===== src/rtl/lcdms_pkg.sv =====
// ----------------------------------------------------------------------------
// LCD mode/line/STAT sequencer package
// Shared types and default timing constants: mode codes, interrupt enable
// bit positions and the input and result item structs.
// ----------------------------------------------------------------------------
package lcdms_pkg;

	// Default timing: mode lengths, line length and frame line counts
	localparam int unsigned DEF_SEARCH_CYCLES   = 80;
	localparam int unsigned DEF_TRANSFER_CYCLES = 172;
	localparam int unsigned DEF_HBLANK_CYCLES   = 204;
	localparam int unsigned DEF_LINE_CYCLES     = 456;
	localparam int unsigned DEF_VISIBLE_LINES   = 144;
	localparam int unsigned DEF_TOTAL_LINES     = 154;

	// Field widths
	localparam int unsigned CYCLE_WIDTH = 8;
	localparam int unsigned LY_WIDTH    = 8;
	localparam int unsigned IEN_WIDTH   = 4;

	// Interrupt enable bit positions in int_enables
	localparam int unsigned IEN_HBLANK      = 0;
	localparam int unsigned IEN_VBLANK      = 1;
	localparam int unsigned IEN_SEARCH      = 2;
	localparam int unsigned IEN_COINCIDENCE = 3;

	typedef enum logic [1:0] {
		MODE_HBLANK   = 2'd0,
		MODE_VBLANK   = 2'd1,
		MODE_SEARCH   = 2'd2,
		MODE_TRANSFER = 2'd3
	} mode_t;

	typedef struct packed {
		logic [CYCLE_WIDTH-1:0] elapsed_cycles;
		logic                   display_on;
		logic [LY_WIDTH-1:0]    compare_line;
		logic [IEN_WIDTH-1:0]   int_enables;
	} in_item_t;

	typedef struct packed {
		logic                updated;
		logic [1:0]          mode;
		logic [LY_WIDTH-1:0] line;
		logic                coincidence;
		logic                vblank_irq;
		logic                stat_irq;
		logic                line_render;
		logic                frame_done;
	} out_item_t;

endpackage


===== src/rtl/lcdms_core.sv =====
// ----------------------------------------------------------------------------
// LCD sequencer core
// Holds the countdown, mode and line state and works out one tick's
// transition and status refresh in a single pass of combinational logic.
// ----------------------------------------------------------------------------
module lcdms_core #(
	parameter int unsigned SEARCH_CYCLES   = lcdms_pkg::DEF_SEARCH_CYCLES,
	parameter int unsigned TRANSFER_CYCLES = lcdms_pkg::DEF_TRANSFER_CYCLES,
	parameter int unsigned HBLANK_CYCLES   = lcdms_pkg::DEF_HBLANK_CYCLES,
	parameter int unsigned LINE_CYCLES     = lcdms_pkg::DEF_LINE_CYCLES,
	parameter int unsigned VISIBLE_LINES   = lcdms_pkg::DEF_VISIBLE_LINES,
	parameter int unsigned TOTAL_LINES     = lcdms_pkg::DEF_TOTAL_LINES
) (
	input  logic                  clk,
	input  logic                  arst_n,
	input  logic                  advance,
	input  lcdms_pkg::in_item_t   item,
	output lcdms_pkg::out_item_t  result
);

	localparam int unsigned LW      = lcdms_pkg::LY_WIDTH;
	localparam int unsigned LINES   = 2**LW;

	typedef logic [LINES-1:0][LW-1:0] line_table_t;

	// Next vblank line for every current line: (line + 1) wrapped at the frame length
	function automatic line_table_t vblank_next_table(input int unsigned total);
		line_table_t tbl;
		int unsigned m;
		m = 0;
		for (int i = 0; i < LINES; i++) begin
			if (m + 1 == total) begin
				m = 0;
			end else begin
				m = m + 1;
			end
			tbl[i] = LW'(m);
		end
		return tbl;
	endfunction

	localparam logic signed [11:0] CD_MIN   = -12'sd1024;
	localparam logic signed [11:0] CD_MAX   = 12'sd1023;
	localparam logic [9:0]         LEN_SRCH = 10'(SEARCH_CYCLES);
	localparam logic [9:0]         LEN_XFER = 10'(TRANSFER_CYCLES);
	localparam logic [9:0]         LEN_HBLK = 10'(HBLANK_CYCLES);
	localparam logic [9:0]         LEN_LINE = 10'(LINE_CYCLES);
	localparam logic [LW-1:0]      VIS_LINE = LW'(VISIBLE_LINES);
	localparam logic [LW:0]        TOT_NXT  = (LW+1)'(TOTAL_LINES);
	localparam line_table_t        VBL_NEXT = vblank_next_table(TOTAL_LINES);

	function automatic logic signed [10:0] clamp_cd(input logic signed [11:0] v);
		if (v < CD_MIN) begin
			return CD_MIN[10:0];
		end else if (v > CD_MAX) begin
			return CD_MAX[10:0];
		end
		return v[10:0];
	endfunction

	// State
	logic signed [10:0]     cd_q, cd_d;
	lcdms_pkg::mode_t       cur_mode_q, cur_mode_d;
	lcdms_pkg::mode_t       pend_mode_q, pend_mode_d;
	logic [LW-1:0]          cur_line_q, cur_line_d;
	logic [LW-1:0]          pend_line_q, pend_line_d;
	logic                   stat_level_q, stat_level_d;
	logic                   coin_q, coin_d;

	// Working signals
	logic signed [11:0]     cd_dec;
	logic signed [10:0]     cd_dec_sat;
	logic [9:0]             mode_len;
	logic                   fire;
	logic [LW-1:0]          ly;
	logic [LW:0]            ly_inc;
	logic                   cond;
	logic                   vbl, sirq, render, frame;

	// Subtract the elapsed cycles and saturate
	assign cd_dec     = {cd_q[10], cd_q} - {4'd0, item.elapsed_cycles};
	assign cd_dec_sat = clamp_cd(cd_dec);
	assign fire       = item.display_on && (cd_dec_sat <= 11'sd0);
	assign ly         = pend_line_q;
	assign ly_inc     = {1'b0, pend_line_q} + (LW+1)'(1);

	// Length of the mode being entered
	always_comb begin
		unique case (pend_mode_q)
			lcdms_pkg::MODE_SEARCH:   mode_len = LEN_SRCH;
			lcdms_pkg::MODE_TRANSFER: mode_len = LEN_XFER;
			lcdms_pkg::MODE_HBLANK:   mode_len = LEN_HBLK;
			lcdms_pkg::MODE_VBLANK:   mode_len = LEN_LINE;
			default:                  mode_len = LEN_LINE;
		endcase
	end

	// Next state and pulses for this tick
	always_comb begin
		cd_d         = cd_q;
		cur_mode_d   = cur_mode_q;
		pend_mode_d  = pend_mode_q;
		cur_line_d   = cur_line_q;
		pend_line_d  = pend_line_q;
		stat_level_d = stat_level_q;
		coin_d       = coin_q;
		cond         = 1'b0;
		vbl          = 1'b0;
		sirq         = 1'b0;
		render       = 1'b0;
		frame        = 1'b0;
		if (!item.display_on) begin
			// Display off: park the sequencer at the top of the frame
			pend_mode_d = lcdms_pkg::MODE_SEARCH;
			cur_line_d  = '0;
			pend_line_d = '0;
			cd_d        = '0;
		end else begin
			cd_d = cd_dec_sat;
			if (fire) begin
				cur_mode_d = pend_mode_q;
				cur_line_d = ly;
				cd_d       = clamp_cd(12'(cd_dec_sat) + {2'b00, mode_len});
				unique case (pend_mode_q)
					lcdms_pkg::MODE_SEARCH: begin
						pend_mode_d = lcdms_pkg::MODE_TRANSFER;
					end
					lcdms_pkg::MODE_TRANSFER: begin
						render      = 1'b1;
						pend_mode_d = lcdms_pkg::MODE_HBLANK;
					end
					lcdms_pkg::MODE_HBLANK: begin
						pend_mode_d = (ly_inc < {1'b0, VIS_LINE}) ?
							lcdms_pkg::MODE_SEARCH : lcdms_pkg::MODE_VBLANK;
						pend_line_d = ly_inc[LW-1:0];
					end
					default: begin
						pend_mode_d = lcdms_pkg::MODE_VBLANK;
						pend_line_d = VBL_NEXT[ly];
						if (ly_inc == TOT_NXT) begin
							frame       = 1'b1;
							pend_mode_d = lcdms_pkg::MODE_SEARCH;
						end
					end
				endcase
				vbl    = (ly == VIS_LINE);
				coin_d = (ly == item.compare_line);
				cond   = (item.int_enables[lcdms_pkg::IEN_HBLANK] &&
						cur_mode_d == lcdms_pkg::MODE_HBLANK) ||
					(item.int_enables[lcdms_pkg::IEN_VBLANK] &&
						cur_mode_d == lcdms_pkg::MODE_VBLANK) ||
					(item.int_enables[lcdms_pkg::IEN_SEARCH] &&
						cur_mode_d == lcdms_pkg::MODE_SEARCH) ||
					(item.int_enables[lcdms_pkg::IEN_COINCIDENCE] && coin_d);
				// Fire STAT only on the rising edge of the condition
				sirq         = !stat_level_q && cond;
				stat_level_d = cond;
			end
		end
	end

	// Hold state; advance one tick per transfer out of the input stage
	always_ff @(posedge clk or negedge arst_n) begin
		if (!arst_n) begin
			cd_q         <= '0;
			cur_mode_q   <= lcdms_pkg::MODE_SEARCH;
			pend_mode_q  <= lcdms_pkg::MODE_SEARCH;
			cur_line_q   <= '0;
			pend_line_q  <= '0;
			stat_level_q <= 1'b0;
			coin_q       <= 1'b0;
		end else if (advance) begin
			cd_q         <= cd_d;
			cur_mode_q   <= cur_mode_d;
			pend_mode_q  <= pend_mode_d;
			cur_line_q   <= cur_line_d;
			pend_line_q  <= pend_line_d;
			stat_level_q <= stat_level_d;
			coin_q       <= coin_d;
		end
	end

	// Result of this tick
	always_comb begin
		result.updated     = fire;
		result.mode        = cur_mode_d;
		result.line        = cur_line_d;
		result.coincidence = coin_d;
		result.vblank_irq  = vbl;
		result.stat_irq    = sirq;
		result.line_render = render;
		result.frame_done  = frame;
	end

endmodule


===== src/rtl/lcd_mode_line_stat_sequencer_unit.sv =====
// ----------------------------------------------------------------------------
// LCD mode/line/STAT sequencer
// Turns elapsed-cycle ticks into LCD mode transitions, line numbers and
// interrupt pulses, one result item per tick.
// ----------------------------------------------------------------------------
// Usage:
//   The item channel (item_valid, item_stall, item) carries one tick: the
//   cycles elapsed, the display enable, the compare line and the STAT
//   interrupt enables. The result channel (result_valid, result_stall,
//   result) returns exactly one status item per tick, in order.
//   A tick is registered at its transfer, evaluated against the sequencer
//   state and written to the result register, so its result passes two
//   register stages: the input register and the result register.
//   One tick per clock is sustained; the limit is the single state update
//   per cycle in the core, which a tick reaches only when the result
//   register is free or being emptied.
//   When result_stall is high the result holds and the input stage fills;
//   item_stall rises once the input stage holds a tick it cannot pass on.
//   Reset empties both stages and puts the sequencer at line 0, search
//   mode, countdown zero, so the first enabled tick enters search at once.
// ----------------------------------------------------------------------------
module lcd_mode_line_stat_sequencer_unit #(
	parameter int unsigned SEARCH_CYCLES   = lcdms_pkg::DEF_SEARCH_CYCLES,
	parameter int unsigned TRANSFER_CYCLES = lcdms_pkg::DEF_TRANSFER_CYCLES,
	parameter int unsigned HBLANK_CYCLES   = lcdms_pkg::DEF_HBLANK_CYCLES,
	parameter int unsigned LINE_CYCLES     = lcdms_pkg::DEF_LINE_CYCLES,
	parameter int unsigned VISIBLE_LINES   = lcdms_pkg::DEF_VISIBLE_LINES,
	parameter int unsigned TOTAL_LINES     = lcdms_pkg::DEF_TOTAL_LINES
) (
	input  logic                  clk,
	input  logic                  arst_n,
	input  logic                  item_valid,
	output logic                  item_stall,
	input  lcdms_pkg::in_item_t   item,
	output logic                  result_valid,
	input  logic                  result_stall,
	output lcdms_pkg::out_item_t  result
);

	lcdms_pkg::in_item_t  item_s1;
	logic                 valid_s1;
	lcdms_pkg::out_item_t result_q;
	logic                 result_valid_q;
	lcdms_pkg::out_item_t core_result;
	logic                 advance;
	logic                 accept;

	// Move the input stage on when the result register is free or draining
	assign advance    = valid_s1 && (!result_valid_q || !result_stall);
	assign item_stall = valid_s1 && !advance;
	assign accept     = item_valid && !item_stall;

	// Input register
	always_ff @(posedge clk or negedge arst_n) begin
		if (!arst_n) begin
			valid_s1 <= 1'b0;
		end else if (accept) begin
			valid_s1 <= 1'b1;
		end else if (advance) begin
			valid_s1 <= 1'b0;
		end
	end

	always_ff @(posedge clk) begin
		if (accept) begin
			item_s1 <= item;
		end
	end

	lcdms_core #(
		.SEARCH_CYCLES   (SEARCH_CYCLES),
		.TRANSFER_CYCLES (TRANSFER_CYCLES),
		.HBLANK_CYCLES   (HBLANK_CYCLES),
		.LINE_CYCLES     (LINE_CYCLES),
		.VISIBLE_LINES   (VISIBLE_LINES),
		.TOTAL_LINES     (TOTAL_LINES)
	) u_core (
		.clk     (clk),
		.arst_n  (arst_n),
		.advance (advance),
		.item    (item_s1),
		.result  (core_result)
	);

	// Result register; drop valid after a transfer with nothing behind it
	always_ff @(posedge clk or negedge arst_n) begin
		if (!arst_n) begin
			result_valid_q <= 1'b0;
		end else if (advance) begin
			result_valid_q <= 1'b1;
		end else if (!result_stall) begin
			result_valid_q <= 1'b0;
		end
	end

	always_ff @(posedge clk) begin
		if (advance) begin
			result_q <= core_result;
		end
	end

	assign result_valid = result_valid_q;
	assign result       = result_q;

endmodule


===== config.mk =====
export PLATFORM = sky130hd
export DESIGN_NAME = lcd_mode_line_stat_sequencer_unit
export DESIGN_NICKNAME = d
export VERILOG_FILES = /design/src/rtl/lcdms_pkg.sv /design/src/rtl/lcdms_core.sv /design/src/rtl/lcd_mode_line_stat_sequencer_unit.sv
export SDC_FILE = /design/constraint.sdc
export NUM_CORES = 1
export LEC_CHECK = 0
export ABC_CLOCK_PERIOD_IN_PS = 8500
export BUFFER_PORTS_ARGS = -buffer_cell sky130_fd_sc_hd__buf_2
export CAP_MARGIN = 40
export CORE_MARGIN = 10
export CORE_UTILIZATION = 30
export DETAILED_ROUTE_END_ITERATION = 16
export GPL_TIMING_DRIVEN = 0
export SYNTH_ARGS = -nofsm -noshare
export SYNTH_HDL_FRONTEND = slang
export SYNTH_SLANG_ARGS = --single-unit

===== constraint.sdc =====
create_clock -name clk -period 8.5 [get_ports clk]
set_clock_uncertainty 0.1 [all_clocks]
set_input_delay 0.85 -clock clk [delete_from_list [all_inputs] [get_ports clk]]
set_output_delay 0.85 -clock clk [all_outputs]
set_load 0.05 [all_outputs]

# [Yosys cells after proc, flatten, opt, wreduce, memory -nomap -nowiden]
# Memory sizes are Yosys's and may differ from the RTL's.
# Cells that the tools add are included.
[word_totals] romBits=2048 out_inout_bits=18 register_bits=72 memories=1 in_bits=25 elab_cells=105
[classes] n_mux=36 n_eq_ne=9 reduce_logical=26 order_cmp=7 n_bitwise=2 n_addsub=3
[memory_table] memory="(name not given)" words=256 word_bits=8 rd=1 rd_ports_with_merged_regs=0 write_ports=0 line_no="lcdms_core.sv:139" source="pend_line_d = VBL_NEXT[ly];"
[op_table] operator="11-bit 2-to-1 mux" count=8
[op_table] operator="8-bit 2-to-1 mux" count=5
[op_table] operator="10-bit one-hot mux with 4 select lines" count=1
[op_table] operator="12-bit by 11-bit greater-than comparator with 1-bit output (second input constant)" count=2
[op_table] operator="12-bit by 11-bit < comparator with 1-bit output (second input constant)" count=2
[op_table] operator="8-bit one-hot mux with 2 select lines" count=1
[op_table] operator="1-bit 2-to-1 mux" count=14
[op_table] operator="11-bit by 11-bit adder with 12-bit output" count=1
[op_table] operator="2-bit 2-to-1 mux" count=6
[op_table] operator="11-bit by 9-bit subtractor with 12-bit output" count=1
[op_table] operator="11-bit by 1-bit <= comparator with 1-bit output (second input constant)" count=1
[op_table] operator="8-bit by 1-bit adder with 9-bit output (second input constant)" count=1
[op_table] operator="9-bit by 8-bit == test with 1-bit output (second input constant)" count=1
[op_table] operator="1-bit logical AND" count=9
[op_table] operator="8-bit by 9-bit < comparator with 1-bit output (second input constant)" count=1
[op_table] operator="9-bit by 8-bit < comparator with 1-bit output (second input constant)" count=1
[op_table] operator="8-bit == test" count=1
[op_table] operator="8-bit == test (second input constant)" count=1
[op_table] operator="2-bit one-hot mux with 3 select lines" count=1
[op_table] operator="3-bit AND reduction" count=2
[op_table] operator="1-bit zero test" count=5
[op_table] operator="5-bit OR reduction" count=1
[op_table] operator="2-bit == test (second input constant)" count=2
[op_table] operator="1-bit logical OR" count=4
[op_table] operator="other kinds (8)" count=11

# [Longest topological paths before layout]
# Gate-level depths: netlist of run 1.
[logic_depth] depth_word=14 ltp_mapped=20 ltp_nobuf=20

# [Cells and area by module]
# From an unflattened synthesis of run 1, not the netlist that was laid out.
[hier_totals] hier_cells=520 hier_area_um2=4951.0
[by_module_without_submodules] mod="lcdms_core" area_each_um2=3747.3 seq_area_each_um2=828.3 cells_each=475 n_inst=1
[by_module_without_submodules] mod="lcd_mode_line_stat_sequencer_unit" area_each_um2=1203.7 seq_area_each_um2=1161.1 cells_each=45 n_inst=1

# [Worst setup path before layout of run 1]
# No wires, ideal clock.
[synth_path] kind="reg-to-reg" start="register u_core.cd_q[0]" end="register u_core.cd_q[1]" path_stages_with_launch=20 arrival_ns=4.021 synth_period_minus_slack_ns=4.222 required_time_ns=8.299 setup_ns=0.101 path_buffers=0 setup_slack_ns=4.278 cell_sequence="dfrtp_1 > inv_1 > ha_1 > inv_1 > fa_1 > a211oi_4 > o21a_1 > o311a_4 > nand2_1 > o31a_1 > and2_1 > ha_1 > fa_1 > a21o_1 > a21o_1 > nand2_1 > a21oi_1 > a41oi_4 > inv_1 > o311ai_2"
[synth_via] elab_chain_len=14 word_cells_on_any_way=20 cone_classes="add/sub (2); order compare (5); mux (12); reduce/logical (1)"
[synth_rtl] item="from (decl)" line_no="lcdms_core.sv:62" source="logic signed [10:0] cd_q, cd_d;"
[synth_rtl] item="from (signal assigned)" line_no="lcdms_core.sv:165" source="cd_q <= '0;"
[synth_rtl] item="from (signal assigned)" line_no="lcdms_core.sv:173" source="cd_q <= cd_d;"
[synth_rtl] item="11-bit by 9-bit subtractor with 12-bit output *" line_no="lcdms_core.sv:81" source="assign cd_dec = {cd_q[10], cd_q} - {4'd0, item.elapsed_cycles};"
[synth_rtl] item="12-bit by 11-bit greater-than comparator with 1-bit output" line_no="lcdms_core.sv:55" source="end else if (v > CD_MAX) begin"
[synth_rtl] item="1-bit 2-to-1 mux" line_no="lcdms_core.sv:55"
[synth_rtl] item="1-bit 2-to-1 mux" line_no="lcdms_core.sv:53" source="if (v < CD_MIN) begin"
[synth_rtl] item="11-bit 2-to-1 mux *" line_no="lcdms_core.sv:58" source="return v[10:0];"
[synth_rtl] item="11-bit by 11-bit adder with 12-bit output" line_no="lcdms_core.sv:123" source="cd_d = clamp_cd(12'(cd_dec_sat) + {2'b00, mode_len});"
[synth_rtl] item="12-bit by 11-bit greater-than comparator with 1-bit output" line_no="lcdms_core.sv:55"
[synth_rtl] item="1-bit 2-to-1 mux" line_no="lcdms_core.sv:55"
[synth_rtl] item="1-bit 2-to-1 mux" line_no="lcdms_core.sv:53"
[synth_rtl] item="1-bit 2-to-1 mux" line_no="lcdms_core.sv:120" source="if (fire) begin"
[synth_rtl] item="1-bit 2-to-1 mux" line_no="lcdms_core.sv:112" source="if (!item.display_on) begin"
[synth_rtl] item="11-bit 2-to-1 mux" line_no="lcdms_core.sv:58"
[synth_rtl] item="11-bit 2-to-1 mux *" line_no="lcdms_core.sv:120"
[synth_rtl] item="11-bit 2-to-1 mux *" line_no="lcdms_core.sv:112"
# Every way passes the cells marked *; elsewhere a longest branch is shown, timed or not. The select of a mux whose other input is x is not followed.
# A chain may end at the register's enable or synchronous reset.

# [Final worst setup path of run 1]
# Same ends and word-level chain as after synthesis.

==> run_results.csv, run 1 <==
group,metric,value,unit
run_status,run_status,"finished clean",
setup_path,worst-r2r-cell-count,19,
die,placementRows,46,
route,drc,0,
grt,grt.total_usage,11.84,%
yosys,yosysWarningCount,0,
die,dieWidth,148.0,µm
power_and_ir_drop,peakVddDrop,0.0001567,V
clocking,postCtsResizedCells,0,
timing,period_needed,4.741,ns
yosys,nets_in_the_synthesized_netlist,553,
route,postRouteAntennaNets,0,
setup_path,reg2reg_from,"u_core.cd_q[0]$_DFFE_PN0P_",
timing,final_worst_slack,3.759,ns
die,core_area,15940,µm²
job,drv.max_cap_violation_count,0,
clocking,cts_hold_buf,0,
timing,grt_setup_unrepaired,"false",
finish,antenna_cells,0,
timing,final_hold_viol_count,0,
finish,mostFrequentLayoutCells,"sky130_fd_sc_hd__nand2_1, sky130_fd_sc_hd__buf_2, sky130_fd_sc_hd__edfxtp_1",
timing,fin_crit_sh,55.78,%
power_and_ir_drop,p_total,0.002156,W
grt,grt_overflow,0,
yosys,yosys-top-cells-area,"sky130_fd_sc_hd__edfxtp_1, sky130_fd_sc_hd__dfrtp_1, sky130_fd_sc_hd__ha_1",
clocking,clock_tree_from_tritoncts,"built",
clocking,post-cts-setup-buffer-count,0,
clocking,cts-root-to-sink-buffers,2,
power_and_ir_drop,pwr-share-seq,23.9,%
power_and_ir_drop,power_density,374.7,nW/µm²
finish,flow.area_growth_from_synthesis,17.08,%
clocking,numCtsBuffers,9,
power_and_ir_drop,share_clk_of_total_power,17.5,%
grt,initial_antenna_violation_count,0,
yosys,synth_top_area_cell,"sky130_fd_sc_hd__edfxtp_1",
die,fp.dieH,148.0,µm
yosys,synth_seq_cells,72,
placement,dp_worst_setup_slack,3.780,ns
setup_path,timing_worst_setup_path_type,"register to register",
clocking,h-tree-depth,3,
setup_path,cp.required,8.65,ns
die,floorplan.initialDensity,30.83,%
yosys,synth.avg_cell_area,9.869,µm²
clocking,clock_pin_slew_on_the_worst_setup_and_hold_paths,0.06,ns
route,initialDrtViolationCount,425,
finish,filler_free_cell_count_of_the_finished_design,775,
timing,worst_slew_pin_slew,0.6921,ns
power_and_ir_drop,gate_power_share,58.6,%
power_and_ir_drop,cell_internal_pwr,0.001168,W
route,routed_wirelength,12.67,mm
setup_path,worst_setup_path_end_kind,"register",
grt,grt_max_degree,26,
yosys,async_reset_ff_share,48.61,%
placement,dp_cells,759,
yosys,synth_cell_type_count,83,
timing,final_setup_fails,0,
die,design.die.area,21900,µm²
grt,grt_pass1_wl,20.91,mm
yosys,synthCells,498,
placement,place.gp.congestion,0.9005,
route,number_of_vias_per_cell,5.210,
yosys,syn-cell-area,4915,µm²
placement,dp_hpwl,9.666,mm
route,drt_first_pass_iters,6,
timing,slew_viol_final,0,
yosys,postSynth.topFlopCell,"sky130_fd_sc_hd__edfxtp_1",
setup_path,worst_setup_sp_type,"register",
grt,via_count_of_the_first_global_routing_pass,4105,
finish,drive_above_1_share,19.14,%
yosys,synth.yosys.seq_area_share,40.48,%
setup_path,arrival,4.89,ns
route,vias,4038,
power_and_ir_drop,total_switching_power,0.0009882,W
yosys,post-synth-top-area-fraction,22.61,%
finish,mostFrequentLayoutCell,"sky130_fd_sc_hd__nand2_1",
clocking,cts_root_buffer,"sky130_fd_sc_hd__clkbuf_16",
placement,buffer_ports.inserted,42,
clocking,clock-sinks,72,
setup_path,r2r-end,"u_core.cd_q[1]$_DFFE_PN0P_",
route,wl_per_cell,16.35,µm
timing,max_slew_margin,53.86,%
setup_path,path_max_fanout,10,
die,floorplan.io_pins,43,
worst_hold_path,hold_path_class,"primary input to async pin",
setup_path,regToRegSetupSlack,3.76,ns
clocking,insertion_delay,0.35,ns
power_and_ir_drop,netSwitchingFraction,45.84,%
power_and_ir_drop,power.static_leakage,2.340,nW
timing,timing.fmax,0.2109,GHz
yosys,synth_enable_flop_cells,37,
timing,tns,0,ns
finish,final_nets,609,
Yosys cell counts (4+ instances only):
master	number
sky130_fd_sc_hd__mux2_2	7
sky130_fd_sc_hd__nand2_1	55
sky130_fd_sc_hd__and3_1	4
sky130_fd_sc_hd__buf_2	9
sky130_fd_sc_hd__a21oi_1	25
sky130_fd_sc_hd__dfrtp_1	33
sky130_fd_sc_hd__a22o_1	16
sky130_fd_sc_hd__xor2_1	5
sky130_fd_sc_hd__o21a_1	5
sky130_fd_sc_hd__o211ai_1	6
sky130_fd_sc_hd__and2_1	6
sky130_fd_sc_hd__o21ai_1	4
sky130_fd_sc_hd__nor2_1	23
sky130_fd_sc_hd__o21ai_0	24
sky130_fd_sc_hd__xnor2_1	17
sky130_fd_sc_hd__nor3b_1	4
sky130_fd_sc_hd__a211oi_1	6
sky130_fd_sc_hd__nor3_1	14
sky130_fd_sc_hd__nor2b_1	5
sky130_fd_sc_hd__a21boi_0	9
sky130_fd_sc_hd__inv_1	29
sky130_fd_sc_hd__nand2b_1	4
sky130_fd_sc_hd__mux2i_1	4
sky130_fd_sc_hd__o31a_1	5
sky130_fd_sc_hd__edfxtp_1	37
sky130_fd_sc_hd__nand3_1	13
sky130_fd_sc_hd__ha_1	28
sky130_fd_sc_hd__clkbuf_1	12
sky130_fd_sc_hd__nand4_1	6
sky130_fd_sc_hd__a31oi_1	9
cell families (layout without fill, tap and decap cells):
kind of cell | after synthesis | after routing | share of synthesized area, %
flip-flops | 72 | 72 | 40.48
adder cells (fa/ha/maj) | 30 | 30 | 7.943
XOR/XNOR | 23 | 23 | 4.252
buffers and inverters | 53 | 114 | 4.633
AND/OR/NAND/NOR | 155 | 155 | 16.19
AO/OA/AOI/OAI | 153 | 153 | 23.85
multiplexers | 12 | 12 | 2.648
registers in the layout (all words and copies together) (netlist names):
| signal | count |
|---|---|
| u_core.stat_level_q | 1 |
| result | 16 |
| u_core.pend_mode_q | 2 |
| u_core.ly | 8 |
| item_s1 | 21 |
| result_valid | 1 |
| u_core.cur_mode_q | 2 |
| u_core.cur_line_q | 8 |
| u_core.coin_q | 1 |
| u_core.cd_q | 11 |
| valid_s1 | 1 |
metrics by stage:
step                      area [µm²]  utilization, %  hold WS (ns)
after floorplan                 4915               -        0.3538
after global placement          5395           33.84        0.3701
after detailed placement        5458           34.23        0.3913
after CTS                       5754           36.09        0.2810
after global routing            5754           36.09        0.2905
final                           5754           36.09        0.2771
layer usage:
metal  share of wire, %  wire length, µm  global-route usage, %
met5                  0                0                      0
met4                3.3              413                  6.987
met3                4.9              627                  1.923
met2                 47             5975                  19.08
met1                 45             5655                  14.61
power groups by stage:
stage               Sequential, W  Combinational, W  Clock (W)
finish                   0.000515           0.00126   0.000378
global route             0.000526           0.00140   0.000406
CTS                      0.000514           0.00126   0.000387
detailed placement       0.000521           0.00125          0
global placement         0.000518           0.00121          0
floorplan                0.000542          0.000945          0
cell type report:
class,count,area [µm²]
plain buffers,24,118.9
fillers,1628,10190
repair buffers,45,272.8
inverters,29,108.9
clock inverters,7,71.32
flip-flops and latches,72,1989
clock buffers,9,225.2
multi-input cells,373,2698
well taps,216,270.3
how the worst max path moves through the flow:
stage,start,end,slack (ns),depth (start not counted)
after CTS,u_core.cd_q[0]$_DFFE_PN0P_,u_core.cd_q[1]$_DFFE_PN0P_,3.76,19
after global routing,u_core.cd_q[0]$_DFFE_PN0P_,u_core.cd_q[1]$_DFFE_PN0P_,3.52,19
after global placement,u_core.cd_q[0]$_DFFE_PN0P_,u_core.cd_q[1]$_DFFE_PN0P_,3.85,19
final,u_core.cd_q[0]$_DFFE_PN0P_,u_core.cd_q[1]$_DFFE_PN0P_,3.76,19
after detailed placement,u_core.cd_q[0]$_DFFE_PN0P_,u_core.cd_q[1]$_DFFE_PN0P_,3.78,19
after floorplan,u_core.cd_q[0]$_DFFE_PN0P_,u_core.cd_q[1]$_DFFE_PN0P_,4.28,19
worst max-delay path, cell delays in order, from the launching register on:
cell                       delay (ns)
sky130_fd_sc_hd__dfrtp_1         0.38
sky130_fd_sc_hd__inv_1           0.06
sky130_fd_sc_hd__ha_1            0.15
sky130_fd_sc_hd__inv_1           0.05
sky130_fd_sc_hd__fa_1            0.44
sky130_fd_sc_hd__a211oi_4        0.39
sky130_fd_sc_hd__o21a_1          0.22
sky130_fd_sc_hd__o311a_4         0.23
sky130_fd_sc_hd__nand2_1         0.09
sky130_fd_sc_hd__o31a_1          0.15
sky130_fd_sc_hd__and2_1          0.18
sky130_fd_sc_hd__ha_1            0.23
sky130_fd_sc_hd__fa_1            0.41
sky130_fd_sc_hd__a21o_1          0.17
sky130_fd_sc_hd__a21o_1          0.20
sky130_fd_sc_hd__nand2_1         0.09
sky130_fd_sc_hd__a21oi_1         0.20
sky130_fd_sc_hd__a41oi_4         0.44
sky130_fd_sc_hd__inv_1           0.18
sky130_fd_sc_hd__o311ai_2        0.27
(Power assumes the default switching activity.)
==> inputs of run 2 (changes only) <==
Settings changed: ABC_CLOCK_PERIOD_IN_PS 8500 to 4500.
Clock period 8.5 ns to 4.5 ns, I/O delays scaled along.
==> run_results.csv, run 2 (synthesis results as in run 1) <==
group,metric,value,unit
run_status,run_status,"finished clean",
finish,largest_reg_flops,21,
clocking,insertion_delay,0.35,ns
power_and_ir_drop,power.static_leakage,2.380,nW
setup_path,arrival,4.43,ns
timing,final_setup_fails,0,
finish,flow.area_growth_from_synthesis,19.37,%
route,drc,0,
finish,drive_above_1_share,21.95,%
timing,final_hold_viol_count,0,
grt,initial_antenna_violation_count,0,
setup_path,cp.required,4.65,ns
placement,place.gp.congestion,0.9005,
setup_path,crit_path_max_incr_delay,0.38,ns
die,placementRows,46,
timing,fin_crit_sh,95.07,%
setup_path,worst_setup_path_end_kind,"register",
clocking,clock_pin_slew_on_the_worst_setup_and_hold_paths,0.06,ns
finish,antenna_cells,0,
placement,buffer_ports.inserted,42,
timing,slew_viol_final,0,
finish,layout.cell_area.non_filler,5867,µm²
die,core_area,15940,µm²
finish,utilization,36.80,%
timing,max_slew_margin,53.92,%
grt,via_count_of_the_first_global_routing_pass,4141,
die,floorplan.initialDensity,30.83,%
job,drv.max_cap_violation_count,0,
grt,grt_max_degree,26,
clocking,clock_tree_from_tritoncts,"built",
clocking,cts_root_buffer,"sky130_fd_sc_hd__clkbuf_16",
route,postRouteAntennaNets,0,
timing,timing.fmax,0.2338,GHz
clocking,h-tree-depth,3,
die,design.die.area,21900,µm²
timing,worst_slew_pin_slew,0.6913,ns
setup_path,regToRegSetupSlack,0.22,ns
route,wl_per_cell,16.43,µm
placement,dp_hpwl,9.666,mm
clocking,numCtsBuffers,9,
route,routed_wirelength,12.83,mm
finish,multiInputGateArea,2759,µm²
finish,top_register,"item_s1",
setup_path,timing.critical_path.cells,"inv_1 -> ha_1 -> inv_1 -> fa_2 -> a211oi_4 -> o21a_1 -> o311a_4 -> nand2_2 -> o31a_1 -> and2_1 -> ha_1 -> fa_2 -> a21o_1 -> a21o_1 -> nand2_2 -> a21oi_4 -> nor3_4 -> buf_6 -> nor2b_4 -> o311ai_2",
finish,final_nets,615,
route,detailroute.wirelength.met2,6.099,mm
clocking,cts-root-to-sink-buffers,2,
finish,mostFrequentLayoutCells,"sky130_fd_sc_hd__nand2_1, sky130_fd_sc_hd__buf_2, sky130_fd_sc_hd__edfxtp_1",
power_and_ir_drop,power_density,721.7,nW/µm²
setup_path,cpMaxStageDelayCell,"sky130_fd_sc_hd__dfrtp_1",
die,floorplan.io_pins,43,
setup_path,worst_setup_sp_type,"register",
grt,grt_overflow,0,
clocking,clock-sinks,72,
route,top_signal_layer_used,"met4",
route,vias,4108,
route,initialDrtViolationCount,440,
finish,fill_cells,1609,
grt,grt.total_usage,11.91,%
power_and_ir_drop,peakVddDrop,0.0002941,V
timing,period_needed,4.278,ns
placement,place_area,5458,µm²
finish,sequential_cell_area,1989,µm²
worst_hold_path,hold_path_class,"primary input to register",
grt,grt_pass1_wl,21.02,mm
die,fp.dieH,148.0,µm
setup_path,path_max_fanout,7,
route,route.met3.wl,630,µm
route,number_of_vias_per_cell,5.260,
die,dieWidth,148.0,µm
route,drt_first_pass_iters,5,
setup_path,timing_worst_setup_path_type,"register to register",
route,route.layer.met1.wl,5.659,mm
finish,mostFrequentLayoutCell,"sky130_fd_sc_hd__nand2_1",
==> run 2: cell types whose count changed in the layout (fill, tap and decap cells not counted), sizes merged <==
cell | previous run | this run
buf | 56 | 61
dlygate4sd3 | 0 | 1
==> run 2: final cells by class <==
type | instances | area share [%]
well taps | 216 | 4.607
clock inverters | 7 | 1.216
inverters | 29 | 1.855
multi-input cells | 373 | 47.02
repair buffers | 51 | 5.524
clock buffers | 9 | 3.839
flip-flops and latches | 72 | 33.91
plain buffers | 24 | 2.026
==> run 2: path summary, 6_finish.rpt <==
kind | startpoint | end | depth (start not counted)
worst max-delay path | u_core.cd_q[0]$_DFFE_PN0P_ | u_core.cd_q[1]$_DFFE_PN0P_ | 20
worst min-delay path | item[18] | item_s1[18]$_DFFE_PP_ | 1
worst max register to register | u_core.cd_q[0]$_DFFE_PN0P_ | u_core.cd_q[1]$_DFFE_PN0P_ | 20
worst min register to register | u_core.coin_q$_DFFE_PN0P_ | u_core.coin_q$_DFFE_PN0P_ | 1
max in group asynchronous | arst_n | u_core.ly[0]$_DFFE_PN0P_ | 3
min in group asynchronous | arst_n | u_core.cur_mode_q[0]$_DFFE_PN0P_ | 2
==> run 2: what timing repair did <==
action                                  4_1_cts  5_1_grt
resized for setup                             2       13
cloned                                        0        0
hold buffers                                  1        0
setup buffers                                 2        3
endpoints found under the setup margin        8       10
endpoints found under the hold margin         8        0
pin swaps                                     2        4
==> run 2: routing by layer <==
metal,track usage (%),vias up
met5,0,-
met4,7.086,0
met3,1.923,35
met2,19.19,146
met1,14.68,1956
li1,-,1971
==> run 2: critical path, delay by kind of cell, from the launching register on <==
kind / cells / cell delay (ns)
AOI/OAI and AO/OA: 8 / 1.65
adders and majority gates: 4 / 1.13
buffers and inverters: 3 / 0.28
and+or+nand+nor: 5 / 0.65
DFF: 1 / 0.38
==> run 2: metrics by stage <==
| stage | hold WS [ns] | worst slack, ns | power, W | TNS, ns | cells |
|---|---|---|---|---|---|
| 2_1_floorplan | 0.05441 | 0.2781 | 0.002810 | 0 | 498 |
| 3_3_place_gp | 0.3701 | -0.1518 | 0.003271 | -0.3567 | 756 |
| 3_5_place_dp | 0.2522 | -0.2204 | 0.003344 | -0.8901 | 759 |
| 4_1_cts | 0.1599 | 0.05941 | 0.004105 | 0 | 778 |
| 5_1_grt | 0.1612 | -0.009594 | 0.004566 | -0.009628 | 781 |
| 6_report | 0.1732 | 0.2220 | 0.004234 | 0 | 781 |
==> run 2: report_power, final <==
group	switching, W	internal (W)	total, W
combinational	0.00154	0.00100	0.00254
sequential	0.000126	0.000852	0.000978
clock	0.000284	0.000428	0.000712
==> inputs of run 3 (changes only) <==
Settings changed: ABC_CLOCK_PERIOD_IN_PS 4500 to 4100, CELL_PAD_IN_SITES_DETAIL_PLACEMENT from default to 1, CELL_PAD_IN_SITES_GLOBAL_PLACEMENT from default to 2, PLACE_DENSITY_LB_ADDON from default to 0.1.
Clock period 4.5 ns to 4.1 ns, I/O delays scaled along.
==> run_results.csv, run 3 (synthesis results as in run 1) <==
group,metric,value,unit
timing,timing.fmax,0.2384,GHz
clocking,h-tree-depth,3,
grt,grt_max_degree,31,
setup_path,arrival,4.33,ns
run_status,run_status,"finished with violations",
clocking,cts_root_buffer,"sky130_fd_sc_hd__clkbuf_16",
timing,slew_viol_final,0,
worst_hold_path,holdPathEnd,"item_s1[8]$_DFFE_PP_",
setup_path,critPathTopFamily,"compound AO/OA/AOI/OAI gates",
setup_path,r2r-end,"u_core.cd_q[1]$_DFFE_PN0P_",
clocking,clock_tree_from_tritoncts,"built",
timing,fin_crit_sh,102.3,%
route,initialDrtViolationCount,200,
die,core_area,15940,µm²
finish,layout.cell_area.non_filler,6272,µm²
finish,filler_free_cell_count_of_the_finished_design,807,
die,placementRows,46,
power_and_ir_drop,gate_power_share,65.3,%
power_and_ir_drop,share_clk_of_total_power,15.4,%
setup_path,timing.critical_path.cells,"inv_1 -> ha_2 -> inv_2 -> fa_2 -> a211oi_4 -> o21a_1 -> o311a_4 -> nand2_4 -> o31ai_4 -> buf_12 -> a21oi_4 -> buf_4 -> buf_4 -> fa_2 -> a21o_1 -> a21o_1 -> nand2_2 -> a21oi_4 -> a41oi_4 -> inv_2 -> o311ai_4",
worst_hold_path,min_path_cells,1,
run_status,violations,"setup timing",
clocking,clock-sinks,72,
power_and_ir_drop,power_density,886.3,nW/µm²
finish,top_register,"item_s1",
die,design.die.area,21900,µm²
setup_path,cpMaxStageDelayCell,"sky130_fd_sc_hd__dfrtp_1",
route,routed_wirelength,15.79,mm
finish,antenna_cells,0,
finish,mostFrequentLayoutCells,"sky130_fd_sc_hd__nand2_1, sky130_fd_sc_hd__buf_2, sky130_fd_sc_hd__edfxtp_1",
finish,largest_reg_flops,21,
route,vias,4175,
setup_path,crit_path_max_incr_delay,0.38,ns
setup_path,worst_setup_path_end_kind,"register",
grt,via_count_of_the_first_global_routing_pass,4483,
worst_hold_path,worstHoldStart,"item[8]",
finish,flow.area_growth_from_synthesis,27.62,%
die,fp.dieH,148.0,µm
clocking,cts-root-to-sink-buffers,2,
route,drt_first_pass_iters,4,
grt,initial_antenna_violation_count,0,
job,drv.max_cap_violation_count,0,
placement,dp_hpwl,11.50,mm
route,drc,0,
power_and_ir_drop,netSwitchingFraction,44.71,%
power_and_ir_drop,p_total,0.005559,W
clocking,clock_pin_slew_on_the_worst_setup_and_hold_paths,0.06,ns
clocking,insertion_delay,0.34,ns
power_and_ir_drop,pwr-share-seq,19.3,%
power_and_ir_drop,cell_internal_pwr,0.003074,W
setup_path,regToRegSetupSlack,-0.09,ns
route,postRouteAntennaNets,0,
die,floorplan.initialDensity,30.83,%
timing,period_needed,4.194,ns
timing,final_hold_viol_count,0,
setup_path,worst-r2r-cell-count,21,
route,wl_per_cell,19.57,µm
route,number_of_vias_per_cell,5.173,
setup_path,crit_buf_inv,6,
power_and_ir_drop,power.static_leakage,2.562,nW
grt,grt_overflow,0,
finish,final_nets,641,
finish,fill_cells,1810,
die,floorplan.io_pins,43,
placement,buffer_ports.inserted,42,
placement,place_area,5461,µm²
worst_hold_path,hold_path_class,"primary input to register",
placement,dp_cells,759,
setup_path,critical_path_depth,21,
timing,final_setup_fails,9,
setup_path,path_max_fanout,7,
die,dieWidth,148.0,µm
timing,worst_slew_pin_slew,0.6787,ns
timing,max_slew_margin,54.75,%
timing,final_worst_slack,-0.09446,ns
placement,place.gp.congestion,0.8214,
timing,grt_setup_unrepaired,"true",
grt,grt_pass1_wl,25.32,mm
finish,drive_above_1_share,27.75,%
grt,grt.total_usage,14.53,%
power_and_ir_drop,peakVddDrop,0.0003168,V
setup_path,reg2reg_from,"u_core.cd_q[0]$_DFFE_PN0P_",
setup_path,worst_setup_sp_type,"register",
power_and_ir_drop,total_switching_power,0.002485,W
setup_path,cp.required,4.24,ns
clocking,numCtsBuffers,9,
setup_path,timing_worst_setup_path_type,"register to register",
run 3: layout make-up:
cell class | count | area (µm²) | area share [%]
Buffer | 24 | 118.9 | 1.895
Clock buffer | 11 | 232.7 | 3.710
Clock inverter | 5 | 81.33 | 1.297
Inverter | 29 | 108.9 | 1.735
Multi-Input combinational cell | 373 | 2912 | 46.42
Sequential cell | 72 | 1989 | 31.72
Tap cell | 216 | 270.3 | 4.309
Timing Repair Buffer | 77 | 559.3 | 8.917
run 3: worst max-delay path by stage:
stage / slack [ns] / endpoint / start
2_1_floorplan: 0.02 / u_core.cd_q[1]$_DFFE_PN0P_ / u_core.cd_q[0]$_DFFE_PN0P_
3_3_place_gp: -0.53 / u_core.cd_q[1]$_DFFE_PN0P_ / u_core.cd_q[0]$_DFFE_PN0P_
3_5_place_dp: -0.58 / u_core.cd_q[0]$_DFFE_PN0P_ / u_core.cd_q[0]$_DFFE_PN0P_
4_1_cts: -0.08 / u_core.cd_q[1]$_DFFE_PN0P_ / u_core.cd_q[0]$_DFFE_PN0P_
5_1_grt: -0.23 / u_core.cd_q[1]$_DFFE_PN0P_ / u_core.cd_q[0]$_DFFE_PN0P_
6_report: -0.09 / u_core.cd_q[1]$_DFFE_PN0P_ / u_core.cd_q[0]$_DFFE_PN0P_
run 3: routing by layer:
metal | vias up | wire, µm | GRT usage (%)
li1 | 2027 | - | -
met1 | 2075 | 7614 | 19.36
met2 | 58 | 7476 | 23.52
met3 | 15 | 529 | 2.900
met4 | 0 | 169 | 3.568
met5 | - | 0 | 0
run 3: per-stage QoR:
stage          util (%)  setup WS, ns  hold WS [ns]  setup TNS, ns
6_report          39.34      -0.09446        0.1384        -0.2509
3_3_place_gp      33.86       -0.5263        0.3700         -4.292
4_1_cts           38.72      -0.07890        0.1292        -0.1376
5_1_grt           39.34       -0.2310        0.1284         -1.659
3_5_place_dp      34.26       -0.5800        0.1594         -5.008
2_1_floorplan         -       0.01942       0.01441              0
run 3: timing repair:
action                                 CTS  global route
buffers inserted                        24             8
pin swaps                               33            22
hold buffers                             1             0
endpoints found under the hold margin    5             0
cloned                                   0             0
gates resized for setup                 42             7
setup endpoints to repair               11            11
run 3: power groups by stage:
stage               clock network (W)  registers, W  logic, W
floorplan                           0       0.00112   0.00197
global placement                    0       0.00108   0.00267
detailed placement                  0       0.00108   0.00272
CTS                          0.000877       0.00108   0.00342
global route                 0.000917       0.00110   0.00396
finish                       0.000856       0.00108   0.00363
